<file path="config.mk">
export PLATFORM = sky130hd
export DESIGN_NAME = mixed_radix_index_fftshift
export DESIGN_NICKNAME = d
export VERILOG_FILES = /design/src/hdl/mrif_pkg.sv /design/src/hdl/mixed_radix_index_fftshift.sv /design/src/hdl/mrif_div.sv
export SDC_FILE = /design/constraint.sdc
export NUM_CORES = 2
export LEC_CHECK = 0
export ABC_AREA = 1
export BUFFER_PORTS_ARGS = -buffer_cell sky130_fd_sc_hd__buf_2
export CORE_MARGIN = 2
export CORE_UTILIZATION = 65
export CTS_BUF_LIST = sky130_fd_sc_hd__clkbuf_4 sky130_fd_sc_hd__clkbuf_8
export DETAILED_ROUTE_END_ITERATION = 8
export PLACE_DENSITY_LB_ADDON = 0.08
export SLEW_MARGIN = 40
export SYNTH_ARGS = -nofsm -noshare
export SYNTH_HDL_FRONTEND = slang
export SYNTH_SLANG_ARGS = --single-unit
</file>
<file path="constraint.sdc">
create_clock -name clk -period 13.2 [get_ports clk]
set_clock_uncertainty 0.15 [all_clocks]
set_input_delay 0.66 -clock clk [delete_from_list [all_inputs] [get_ports clk]]
set_output_delay 0.66 -clock clk [all_outputs]
set_load 0.05 [all_outputs]
</file>
<file path="src/hdl/mrif_pkg.sv">
// Package for the mixed-radix index converter with fftshift.
// Holds widths, operation and register codes, sequencer states and the divider
// request/response types. No dependencies.
package mrif_pkg;

  // Widths fixed by the field definitions.
  localparam int unsigned FIELD_DIMS = 4;
  localparam int unsigned DIM_W      = 2;
  localparam int unsigned SIZE_W     = 16;
  localparam int unsigned LIN_W      = 32;
  localparam int unsigned CNT_W      = 3;
  localparam int unsigned CFG_IDX_W  = 3;
  localparam int unsigned DIV_CNT_W  = 5;

  // Default for the top-level dimension limit.
  localparam int unsigned MAX_DIMS_DEF = 4;

  // Operation codes.
  typedef enum logic [1:0] {
    OP_SPLIT = 2'd0,
    OP_JOIN  = 2'd1,
    OP_SHIFT = 2'd2,
    OP_NONE  = 2'd3
  } op_t;

  // Configuration register indexes.
  localparam logic [CFG_IDX_W-1:0] CFG_DIM_COUNT = 3'd0;
  localparam logic [CFG_IDX_W-1:0] CFG_SIZE_0    = 3'd1;
  localparam logic [CFG_IDX_W-1:0] CFG_SIZE_1    = 3'd2;
  localparam logic [CFG_IDX_W-1:0] CFG_SIZE_2    = 3'd3;
  localparam logic [CFG_IDX_W-1:0] CFG_SIZE_3    = 3'd4;

  // Sequencer states.
  typedef enum logic [2:0] {
    ST_IDLE,
    ST_DIV_START,
    ST_DIV_WAIT,
    ST_MAC,
    ST_FINISH
  } state_t;

  // Divider request and response.
  typedef struct packed {
    logic              start;
    logic [LIN_W-1:0]  dividend;
    logic [SIZE_W-1:0] divisor;
  } div_req_t;

  typedef struct packed {
    logic              done;
    logic [LIN_W-1:0]  quotient;
    logic [SIZE_W-1:0] remainder;
  } div_rsp_t;

endpackage

</file>
<file path="src/hdl/mixed_radix_index_fftshift.sv">
// Mixed-radix index converter with fftshift (top level).
// Usage:
//   Configuration: cfg_index 0 sets the dimension count, 1 to 4 set the
//   extents of dimensions 0 to 3. Write only while the block is idle;
//   cfg_ready is always high. Writes to other indexes are ignored.
//   Input: a transaction is taken when in_valid is high and in_stall low.
//   in_stall stays high while an item is in work.
//   Output: one result transaction per input, held in an output register
//   until out_valid is high and out_stall low.
//   Sequence per item: a split (0) makes one pass of the shared radix-2
//   divider per active dimension, last dimension first, with a start state
//   and a wait state per pass. An fftshift (2) makes the same passes and
//   then, when in range, one multiply-add per dimension; a join (1) makes
//   only the multiply-adds. An unknown op or an early range error goes
//   straight to the finish state. The block returns to idle after each
//   item and takes the next transaction only there.
//   A new item is taken while a finished result still waits; it is written
//   to the output register only once that result has been taken.
//   Reset (synchronous, active low) sets one dimension of extent 1 and
//   empties the output register.
module mixed_radix_index_fftshift #(
  parameter int unsigned MAX_DIMS = mrif_pkg::MAX_DIMS_DEF
) (
  input  logic                                clk,
  input  logic                                rst_n,
  // Configuration write channel
  input  logic                                cfg_valid,
  output logic                                cfg_ready,
  input  logic [mrif_pkg::CFG_IDX_W-1:0]      cfg_index,
  input  logic [mrif_pkg::SIZE_W-1:0]         cfg_data,
  // Input channel
  input  logic                                in_valid,
  output logic                                in_stall,
  input  logic [1:0]                          in_operation,
  input  logic [mrif_pkg::LIN_W-1:0]          in_linear_index,
  input  logic [mrif_pkg::SIZE_W-1:0]         in_coord_0,
  input  logic [mrif_pkg::SIZE_W-1:0]         in_coord_1,
  input  logic [mrif_pkg::SIZE_W-1:0]         in_coord_2,
  input  logic [mrif_pkg::SIZE_W-1:0]         in_coord_3,
  // Result channel
  output logic                                out_valid,
  input  logic                                out_stall,
  output logic [mrif_pkg::LIN_W-1:0]          out_result_index,
  output logic [mrif_pkg::SIZE_W-1:0]         out_coord_0,
  output logic [mrif_pkg::SIZE_W-1:0]         out_coord_1,
  output logic [mrif_pkg::SIZE_W-1:0]         out_coord_2,
  output logic [mrif_pkg::SIZE_W-1:0]         out_coord_3,
  output logic                                out_range_error
);

  localparam int unsigned ACT_MAX =
    (MAX_DIMS < mrif_pkg::FIELD_DIMS) ? MAX_DIMS : mrif_pkg::FIELD_DIMS;
  localparam logic [mrif_pkg::CNT_W-1:0] ACT_MAX_C = mrif_pkg::CNT_W'(ACT_MAX);
  localparam int unsigned PROD_W = mrif_pkg::LIN_W + mrif_pkg::SIZE_W;

  // Configuration registers
  logic [mrif_pkg::CNT_W-1:0]   dim_count_r;
  logic [mrif_pkg::SIZE_W-1:0]  size_r [mrif_pkg::FIELD_DIMS];

  // Sequencer and working registers
  mrif_pkg::state_t             state_r, state_nxt;
  mrif_pkg::op_t                op_r;
  logic [mrif_pkg::DIM_W-1:0]   dim_r;
  logic [mrif_pkg::DIM_W-1:0]   last_r;
  logic [mrif_pkg::LIN_W-1:0]   lin_r;
  logic [mrif_pkg::SIZE_W-1:0]  coord_r [mrif_pkg::FIELD_DIMS];
  logic [mrif_pkg::LIN_W-1:0]   acc_r;
  logic                         ovf_r;
  logic                         err_r;

  // Output register
  logic                         out_valid_r;
  logic [mrif_pkg::LIN_W-1:0]   out_index_r;
  logic [mrif_pkg::SIZE_W-1:0]  out_coord_r [mrif_pkg::FIELD_DIMS];
  logic                         out_err_r;

  // Accept-time decode
  mrif_pkg::op_t                in_op;
  logic [mrif_pkg::SIZE_W-1:0]  in_coord [mrif_pkg::FIELD_DIMS];
  logic [mrif_pkg::CNT_W-1:0]   n_act;
  logic [mrif_pkg::DIM_W-1:0]   n_last;
  logic [mrif_pkg::FIELD_DIMS-1:0] active;
  logic                         zero_size;
  logic                         coord_bad;
  logic                         in_err;
  logic                         accept;

  // Multiply-add and shift datapath
  logic [mrif_pkg::SIZE_W-1:0]  cur_size;
  logic [mrif_pkg::SIZE_W:0]    shift_sum;
  logic [mrif_pkg::SIZE_W-1:0]  shift_coord;
  logic [mrif_pkg::SIZE_W-1:0]  mac_coord;
  logic [PROD_W-1:0]            mac_prod;
  logic [PROD_W:0]              mac_sum;

  // Handshake helpers
  logic                         out_free;
  logic                         quo_nonzero;

  mrif_pkg::div_req_t           div_req;
  mrif_pkg::div_rsp_t           div_rsp;

  assign in_op       = mrif_pkg::op_t'(in_operation);
  assign in_coord[0] = in_coord_0;
  assign in_coord[1] = in_coord_1;
  assign in_coord[2] = in_coord_2;
  assign in_coord[3] = in_coord_3;

  // Active dimension count, clamped to one through the supported maximum.
  always_comb begin
    if (dim_count_r == '0) begin
      n_act = mrif_pkg::CNT_W'(1);
    end else if (dim_count_r > ACT_MAX_C) begin
      n_act = ACT_MAX_C;
    end else begin
      n_act = dim_count_r;
    end
    n_last = mrif_pkg::DIM_W'(n_act - mrif_pkg::CNT_W'(1));
  end

  // Range checks that can be decided when the transaction is taken.
  always_comb begin
    zero_size = 1'b0;
    coord_bad = 1'b0;
    for (int i = 0; i < mrif_pkg::FIELD_DIMS; i++) begin
      active[i] = (mrif_pkg::CNT_W'(i) < n_act);
      if (active[i] && (size_r[i] == '0)) zero_size = 1'b1;
      if (active[i] && (in_coord[i] >= size_r[i])) coord_bad = 1'b1;
    end
    in_err = (in_op != mrif_pkg::OP_NONE) &&
             (zero_size || ((in_op == mrif_pkg::OP_JOIN) && coord_bad));
  end

  assign accept      = (state_r == mrif_pkg::ST_IDLE) && in_valid;
  assign out_free    = !out_valid_r || !out_stall;
  assign quo_nonzero = (div_rsp.quotient != '0);

  // Horner step: acc * size + coordinate, with fftshift rotation for op 2.
  always_comb begin
    cur_size    = size_r[dim_r];
    shift_sum   = {1'b0, coord_r[dim_r]} + {2'b0, cur_size[mrif_pkg::SIZE_W-1:1]};
    if (shift_sum >= {1'b0, cur_size}) begin
      shift_coord = mrif_pkg::SIZE_W'(shift_sum - {1'b0, cur_size});
    end else begin
      shift_coord = shift_sum[mrif_pkg::SIZE_W-1:0];
    end
    mac_coord = (op_r == mrif_pkg::OP_SHIFT) ? shift_coord : coord_r[dim_r];
    mac_prod  = PROD_W'(acc_r) * PROD_W'(cur_size);
    mac_sum   = {1'b0, mac_prod} + (PROD_W + 1)'(mac_coord);
  end

  // Next state.
  always_comb begin
    state_nxt = state_r;
    case (state_r)
      mrif_pkg::ST_IDLE: begin
        if (in_valid) begin
          if (in_err || (in_op == mrif_pkg::OP_NONE)) begin
            state_nxt = mrif_pkg::ST_FINISH;
          end else if (in_op == mrif_pkg::OP_JOIN) begin
            state_nxt = mrif_pkg::ST_MAC;
          end else begin
            state_nxt = mrif_pkg::ST_DIV_START;
          end
        end
      end
      mrif_pkg::ST_DIV_START: begin
        state_nxt = mrif_pkg::ST_DIV_WAIT;
      end
      mrif_pkg::ST_DIV_WAIT: begin
        if (div_rsp.done) begin
          if (dim_r != '0) begin
            state_nxt = mrif_pkg::ST_DIV_START;
          end else if (quo_nonzero || (op_r == mrif_pkg::OP_SPLIT)) begin
            state_nxt = mrif_pkg::ST_FINISH;
          end else begin
            state_nxt = mrif_pkg::ST_MAC;
          end
        end
      end
      mrif_pkg::ST_MAC: begin
        if (dim_r == last_r) state_nxt = mrif_pkg::ST_FINISH;
      end
      mrif_pkg::ST_FINISH: begin
        if (out_free) state_nxt = mrif_pkg::ST_IDLE;
      end
      default: state_nxt = mrif_pkg::ST_IDLE;
    endcase
  end

  // Sequencer outputs.
  always_comb begin
    in_stall         = 1'b1;
    div_req.start    = 1'b0;
    div_req.dividend = lin_r;
    div_req.divisor  = cur_size;
    case (state_r)
      mrif_pkg::ST_IDLE:      in_stall = 1'b0;
      mrif_pkg::ST_DIV_START: div_req.start = 1'b1;
      mrif_pkg::ST_DIV_WAIT,
      mrif_pkg::ST_MAC,
      mrif_pkg::ST_FINISH:    in_stall = 1'b1;
      default:                in_stall = 1'b1;
    endcase
  end

  // Shared divider for the division passes of split and fftshift.
  mrif_div u_div (
    .clk   (clk),
    .rst_n (rst_n),
    .req   (div_req),
    .rsp   (div_rsp)
  );

  // Control registers: state, configuration, output valid.
  always_ff @(posedge clk) begin
    if (!rst_n) begin
      state_r     <= mrif_pkg::ST_IDLE;
      out_valid_r <= 1'b0;
      dim_count_r <= mrif_pkg::CNT_W'(1);
      for (int i = 0; i < mrif_pkg::FIELD_DIMS; i++) begin
        size_r[i] <= mrif_pkg::SIZE_W'(1);
      end
    end else begin
      state_r <= state_nxt;
      if ((state_r == mrif_pkg::ST_FINISH) && out_free) begin
        out_valid_r <= 1'b1;
      end else if (!out_stall) begin
        out_valid_r <= 1'b0;
      end
      if (cfg_valid) begin
        case (cfg_index)
          mrif_pkg::CFG_DIM_COUNT: dim_count_r <= cfg_data[mrif_pkg::CNT_W-1:0];
          mrif_pkg::CFG_SIZE_0:    size_r[0] <= cfg_data;
          mrif_pkg::CFG_SIZE_1:    size_r[1] <= cfg_data;
          mrif_pkg::CFG_SIZE_2:    size_r[2] <= cfg_data;
          mrif_pkg::CFG_SIZE_3:    size_r[3] <= cfg_data;
          default:                 dim_count_r <= dim_count_r;
        endcase
      end
    end
  end

  // Working registers of the current item.
  always_ff @(posedge clk) begin
    case (state_r)
      mrif_pkg::ST_IDLE: begin
        if (accept) begin
          op_r   <= in_op;
          lin_r  <= in_linear_index;
          last_r <= n_last;
          dim_r  <= (in_op == mrif_pkg::OP_JOIN) ? '0 : n_last;
          acc_r  <= '0;
          ovf_r  <= 1'b0;
          err_r  <= in_err;
          for (int i = 0; i < mrif_pkg::FIELD_DIMS; i++) begin
            coord_r[i] <= ((in_op == mrif_pkg::OP_JOIN) && active[i]) ? in_coord[i] : '0;
          end
        end
      end
      mrif_pkg::ST_DIV_WAIT: begin
        if (div_rsp.done) begin
          coord_r[dim_r] <= div_rsp.remainder;
          lin_r          <= div_rsp.quotient;
          if (dim_r == '0) begin
            err_r <= err_r || quo_nonzero;
          end else begin
            dim_r <= dim_r - mrif_pkg::DIM_W'(1);
          end
        end
      end
      mrif_pkg::ST_MAC: begin
        acc_r <= mac_sum[mrif_pkg::LIN_W-1:0];
        ovf_r <= ovf_r || (mac_sum[PROD_W:mrif_pkg::LIN_W] != '0);
        dim_r <= dim_r + mrif_pkg::DIM_W'(1);
      end
      default: begin
        dim_r <= dim_r;
      end
    endcase
  end

  // Result register, written as the item finishes.
  always_ff @(posedge clk) begin
    if ((state_r == mrif_pkg::ST_FINISH) && out_free) begin
      if (err_r || ovf_r) begin
        out_index_r <= '0;
        out_err_r   <= 1'b1;
        for (int i = 0; i < mrif_pkg::FIELD_DIMS; i++) begin
          out_coord_r[i] <= '0;
        end
      end else begin
        out_err_r <= 1'b0;
        case (op_r)
          mrif_pkg::OP_SPLIT: begin
            out_index_r <= '0;
            for (int i = 0; i < mrif_pkg::FIELD_DIMS; i++) begin
              out_coord_r[i] <= coord_r[i];
            end
          end
          mrif_pkg::OP_JOIN,
          mrif_pkg::OP_SHIFT: begin
            out_index_r <= acc_r;
            for (int i = 0; i < mrif_pkg::FIELD_DIMS; i++) begin
              out_coord_r[i] <= '0;
            end
          end
          default: begin
            out_index_r <= '0;
            for (int i = 0; i < mrif_pkg::FIELD_DIMS; i++) begin
              out_coord_r[i] <= '0;
            end
          end
        endcase
      end
    end
  end

  assign cfg_ready        = 1'b1;
  assign out_valid        = out_valid_r;
  assign out_result_index = out_index_r;
  assign out_coord_0      = out_coord_r[0];
  assign out_coord_1      = out_coord_r[1];
  assign out_coord_2      = out_coord_r[2];
  assign out_coord_3      = out_coord_r[3];
  assign out_range_error  = out_err_r;

endmodule

</file>
<file path="src/hdl/mrif_div.sv">
// Radix-2 restoring divider: 32-bit dividend by 16-bit divisor, one quotient
// bit per cycle. Depends on mrif_pkg for widths and request/response types.
module mrif_div (
  input  logic              clk,
  input  logic              rst_n,
  input  mrif_pkg::div_req_t req,
  output mrif_pkg::div_rsp_t rsp
);

  logic                               busy_r;
  logic                               done_r;
  logic [mrif_pkg::DIV_CNT_W-1:0]     cnt_r;
  logic [mrif_pkg::SIZE_W-1:0]        div_r;
  logic [mrif_pkg::SIZE_W-1:0]        rem_r;
  logic [mrif_pkg::LIN_W-1:0]         quo_r;

  logic [mrif_pkg::SIZE_W:0]          trial;
  logic [mrif_pkg::SIZE_W:0]          diff;
  logic                               fits;
  logic [mrif_pkg::SIZE_W-1:0]        rem_nxt;

  // One trial subtraction per cycle; the remainder stays below the divisor.
  always_comb begin
    trial   = {rem_r, quo_r[mrif_pkg::LIN_W-1]};
    diff    = trial - {1'b0, div_r};
    fits    = (trial >= {1'b0, div_r});
    rem_nxt = fits ? diff[mrif_pkg::SIZE_W-1:0] : trial[mrif_pkg::SIZE_W-1:0];
  end

  // Control: the count runs over all quotient bits, done pulses once.
  always_ff @(posedge clk) begin
    if (!rst_n) begin
      busy_r <= 1'b0;
      done_r <= 1'b0;
      cnt_r  <= '0;
    end else begin
      if (req.start) begin
        busy_r <= 1'b1;
        cnt_r  <= '0;
      end else if (busy_r) begin
        cnt_r <= cnt_r + mrif_pkg::DIV_CNT_W'(1);
        if (cnt_r == {mrif_pkg::DIV_CNT_W{1'b1}}) begin
          busy_r <= 1'b0;
        end
      end
      done_r <= !req.start && busy_r && (cnt_r == {mrif_pkg::DIV_CNT_W{1'b1}});
    end
  end

  // Datapath: the dividend shifts out as the quotient shifts in.
  always_ff @(posedge clk) begin
    if (req.start) begin
      quo_r <= req.dividend;
      rem_r <= '0;
      div_r <= req.divisor;
    end else if (busy_r) begin
      quo_r <= {quo_r[mrif_pkg::LIN_W-2:0], fits};
      rem_r <= rem_nxt;
    end
  end

  assign rsp = '{done: done_r, quotient: quo_r, remainder: rem_r};

endmodule

</file>
==> results.py <==
metrics = {
    "run_status": {
        "status": "completed",
    },
    "grt": {
        "grt_antenna_before_repair": 2,
        "grt_pass1_vias": 32200,
        "grt_remaining_overflow": 0,
        "track_usage_pct": 41.2,
        "grt_pass1_wl_um": 185000,
        "grt_max_degree": 80,
    },
    "clock_network": {
        "cts.sink_count": 377,
        "cts_tree": "yes",
        "cts_inserted_buffers": 68,
        "clockBufferDepth": 3,
        "htree_num_levels": 3,
        "ctsRootBufferMaster": "clkbuf_8",
        "hold_buffers": 0,
        "cts_resized": 0,
        "clkSlewWorstSetupHoldPaths_ns": 0.07,
        "post-cts-setup-buffers": 0,
        "insertion_delay_ns": 0.69,
    },
    "sta": {
        "period_needed_ns": 10.84,
        "rsz0062_at_grt": "false",
        "fin_ws_ns": 2.36,
        "finalSetupViolations": 0,
        "post-route-period-util_pct": 82.1,
        "slew_headroom_pct": 43.2,
        "timing.setup.tns_ns": 0,
        "fmax_mhz": 92.3,
        "worst_slew_pin_slew_ns": 0.852,
        "slew_viol_final": 0,
        "finalHoldViolCount": 0,
    },
    "logic_synthesis": {
        "synth_edf_count": 281,
        "synth_top_cell_by_area": "fa_1",
        "synthFlopType": "edfxtp_1",
        "netlist_area_um2": 37500,
        "synthArstFlopShare_pct": 0,
        "synthCells": 4616,
        "ys_seq_elements": 377,
        "syn_area_per_cell_um2": 8.13,
        "ys_types": 57,
        "synth-seq-area-share_pct": 27.6,
        "ys_warn_count": 0,
        "netlist.area_leader.share_pct": 23.4,
        "synth_fp_nets": 5434,
        "synthTopCellsByArea": "fa_1 (23%), edfxtp_1 (22%), inv_1 (9.0%)",
    },
    "route": {
        "avgViaCountPerCell": 5.88,
        "dr.pass1.iters": 6,
        "drt_iter0_markers": 3767,
        "post-route-drc-count": 0,
        "wl_per_cell_um": 21.6,
        "via_count": 32900,
        "drtAntennaViolNets": 0,
        "finalWirelength_um": 121000,
    },
    "layout": {
        "postLayoutCellArea_um2": 40700,
        "nets": 5599,
        "final_util_pct": 70.9,
        "final.fill_count": 4650,
        "drive_above_1_share_pct": 8.73,
        "area_growth_syn_to_layout_pct": 8.40,
    },
    "floorplanning": {
        "die_y_um": 244,
        "die_w_um": 244,
        "ioPinCount": 222,
        "core.rowCount": 88,
        "initial_core_util_pct": 65.4,
        "die_area_um2": 59700,
        "core_area_um2": 57400,
    },
    "worst_setup_path": {
        "r2r_cells": 47,
        "critPathMaxStageDelay_ns": 0.76,
        "cp-endpoint": "ovf_r$_SDFFCE_PN0P_",
        "crit_fanout": 50,
        "cp_data_required_time_ns": 13.47,
        "r2r_slack_ns": 2.36,
        "crit_slowest_cell": "dfxtp_2",
        "cp.arrival_ns": 11.11,
        "cp-end-kind": "flop",
        "crit_type": "reg2reg",
        "path_common_cell": "nand2_1",
        "worstReg2RegEnd": "ovf_r$_SDFFCE_PN0P_",
        "worstSetupStartpointType": "flop",
    },
    "placed_design": {
        "gp_congestion": 1.03,
        "placed_area_um2": 39300,
        "preCtsSetupSlack_ns": 2.83,
        "dp_hpwl_um": 94600,
        "portBuffers": 220,
    },
    "min_path": {
        "hp-class": "in2reg",
    },
    "flow_run": {
        "maxCapViolCount": 0,
    },
}
kinds of logic (layout without fill, tap and decap cells):
kind of cell / count (synthesis) / in the layout / share of synthesized area (%)
AOI/OAI and AO/OA: 647 / 647 / 9.44
DFF: 377 / 377 / 27.6
other: 1 / 4 / 0.00999
and+or+nand+nor: 1763 / 1763 / 18.9
xor gates and xnor gates: 43 / 43 / 1.00
buffers and inverters: 1089 / 1308 / 11.1
adders and majority gates: 696 / 696 / 32.0
worst min-delay path by stage:
| stage | from | end | slack [ns] | depth (start not counted) |
|---|---|---|---|---|
| 6_report | in_operation[1] | op_r[1]$_DFFE_PP_ | 0.06 | 1 |
| 5_1_grt | in_operation[1] | op_r[1]$_DFFE_PP_ | 0.05 | 1 |
| 4_1_cts | in_operation[1] | op_r[1]$_DFFE_PP_ | 0.03 | 1 |
| 3_5_place_dp | out_coord_r[3][9]$_SDFFE_PP0P_ | out_coord_r[3][9]$_SDFFE_PP0P_ | 0.30 | 2 |
| 2_1_floorplan | u_div.cnt_r[4]$_SDFFE_PP0P_ | u_div.cnt_r[4]$_SDFFE_PP0P_ | 0.29 | 2 |
| 3_3_place_gp | out_coord_r[3][9]$_SDFFE_PP0P_ | out_coord_r[3][9]$_SDFFE_PP0P_ | 0.30 | 2 |
sequential cells by signal (all words and copies together) (netlist names), 5 cells and up, named ones only:
name              cells
coord_r              64
out_coord_r          64
size_r               64
acc_r                32
lin_r                32
out_result_index     32
u_div.quo_r          32
u_div.div_r          16
u_div.rem_r          16
u_div.cnt_r           5
layer usage:
metal	vias to the layer above	global-route usage, %	share of wire, %
met1	15700	56.9	39
met3	395	10.2	12
li1	14800	-	-
met5	-	0	0
met4	0	18.0	5.0
met2	1972	62.0	43
placed cells by master (no fill, tap or decap), types with 8 or more instances in the layout:
cell / count
edfxtp_1: 281
nand2_1: 865
xnor2_1: 19
fa_1: 438
clkinv_1: 28
o21ai_2: 8
nand4_1: 44
clkbuf_4: 12
o21ai_0: 277
inv_1: 900
o21ai_1: 37
xor2_1: 24
clkbuf_8: 72
o22ai_1: 20
nor3_1: 22
o21bai_1: 15
a32oi_1: 16
nand3_1: 183
ha_1: 257
dfxtp_1: 95
buf_4: 40
nor2_1: 611
buf_2: 220
clkinv_2: 11
inv_2: 10
a21oi_1: 231
nor4_1: 10
through the flow:
stage	hold slack, ns	cells
3_5_place_dp	0.300	5476
4_1_cts	0.0276	5600
5_1_grt	0.0464	5601
6_report	0.0624	5603
2_1_floorplan	0.295	4616
3_3_place_gp	0.296	5474
worst max-delay path: cells and delay by family, from the launching register on:
| kind | cells | cell delay, ns |
|---|---|---|
| AND/OR/NAND/NOR | 20 | 2.21 |
| buffers and inverters | 9 | 1.76 |
| flip-flops | 1 | 0.76 |
| AO/OA/AOI/OAI | 9 | 2.10 |
| adder cells (fa/ha/maj) | 8 | 3.43 |
| XOR/XNOR | 1 | 0.20 |
cell usage after synthesis (19+ instances only):
cell type	count
dfxtp_1	96
o22ai_1	20
clkbuf_1	123
inv_1	903
edfxtp_1	281
ha_1	258
nand4_1	44
o21ai_1	36
fa_1	438
nor2_1	612
o21ai_0	279
nand2_1	869
nor3_1	23
a21oi_1	231
buf_2	19
xor2_1	24
nand3_1	183
xnor2_1	19
cell type report:
cell class | instances | area (um2) | share of cell area, %
Multi-Input combinational cell | 3150 | 23100 | 56.7
Sequential cell | 377 | 10400 | 25.5
Inverter | 922 | 3460 | 8.51
Timing Repair Buffer | 262 | 1430 | 3.52
Clock buffer | 84 | 1080 | 2.66
Tap cell | 765 | 957 | 2.35
Clock inverter | 40 | 307 | 0.753
Antenna cell | 3 | 7.51 | 0.0185
Power is left out: the tool's default activity adds up to more than one toggle a clock period on the data nets, which glitch-free logic cannot reach.
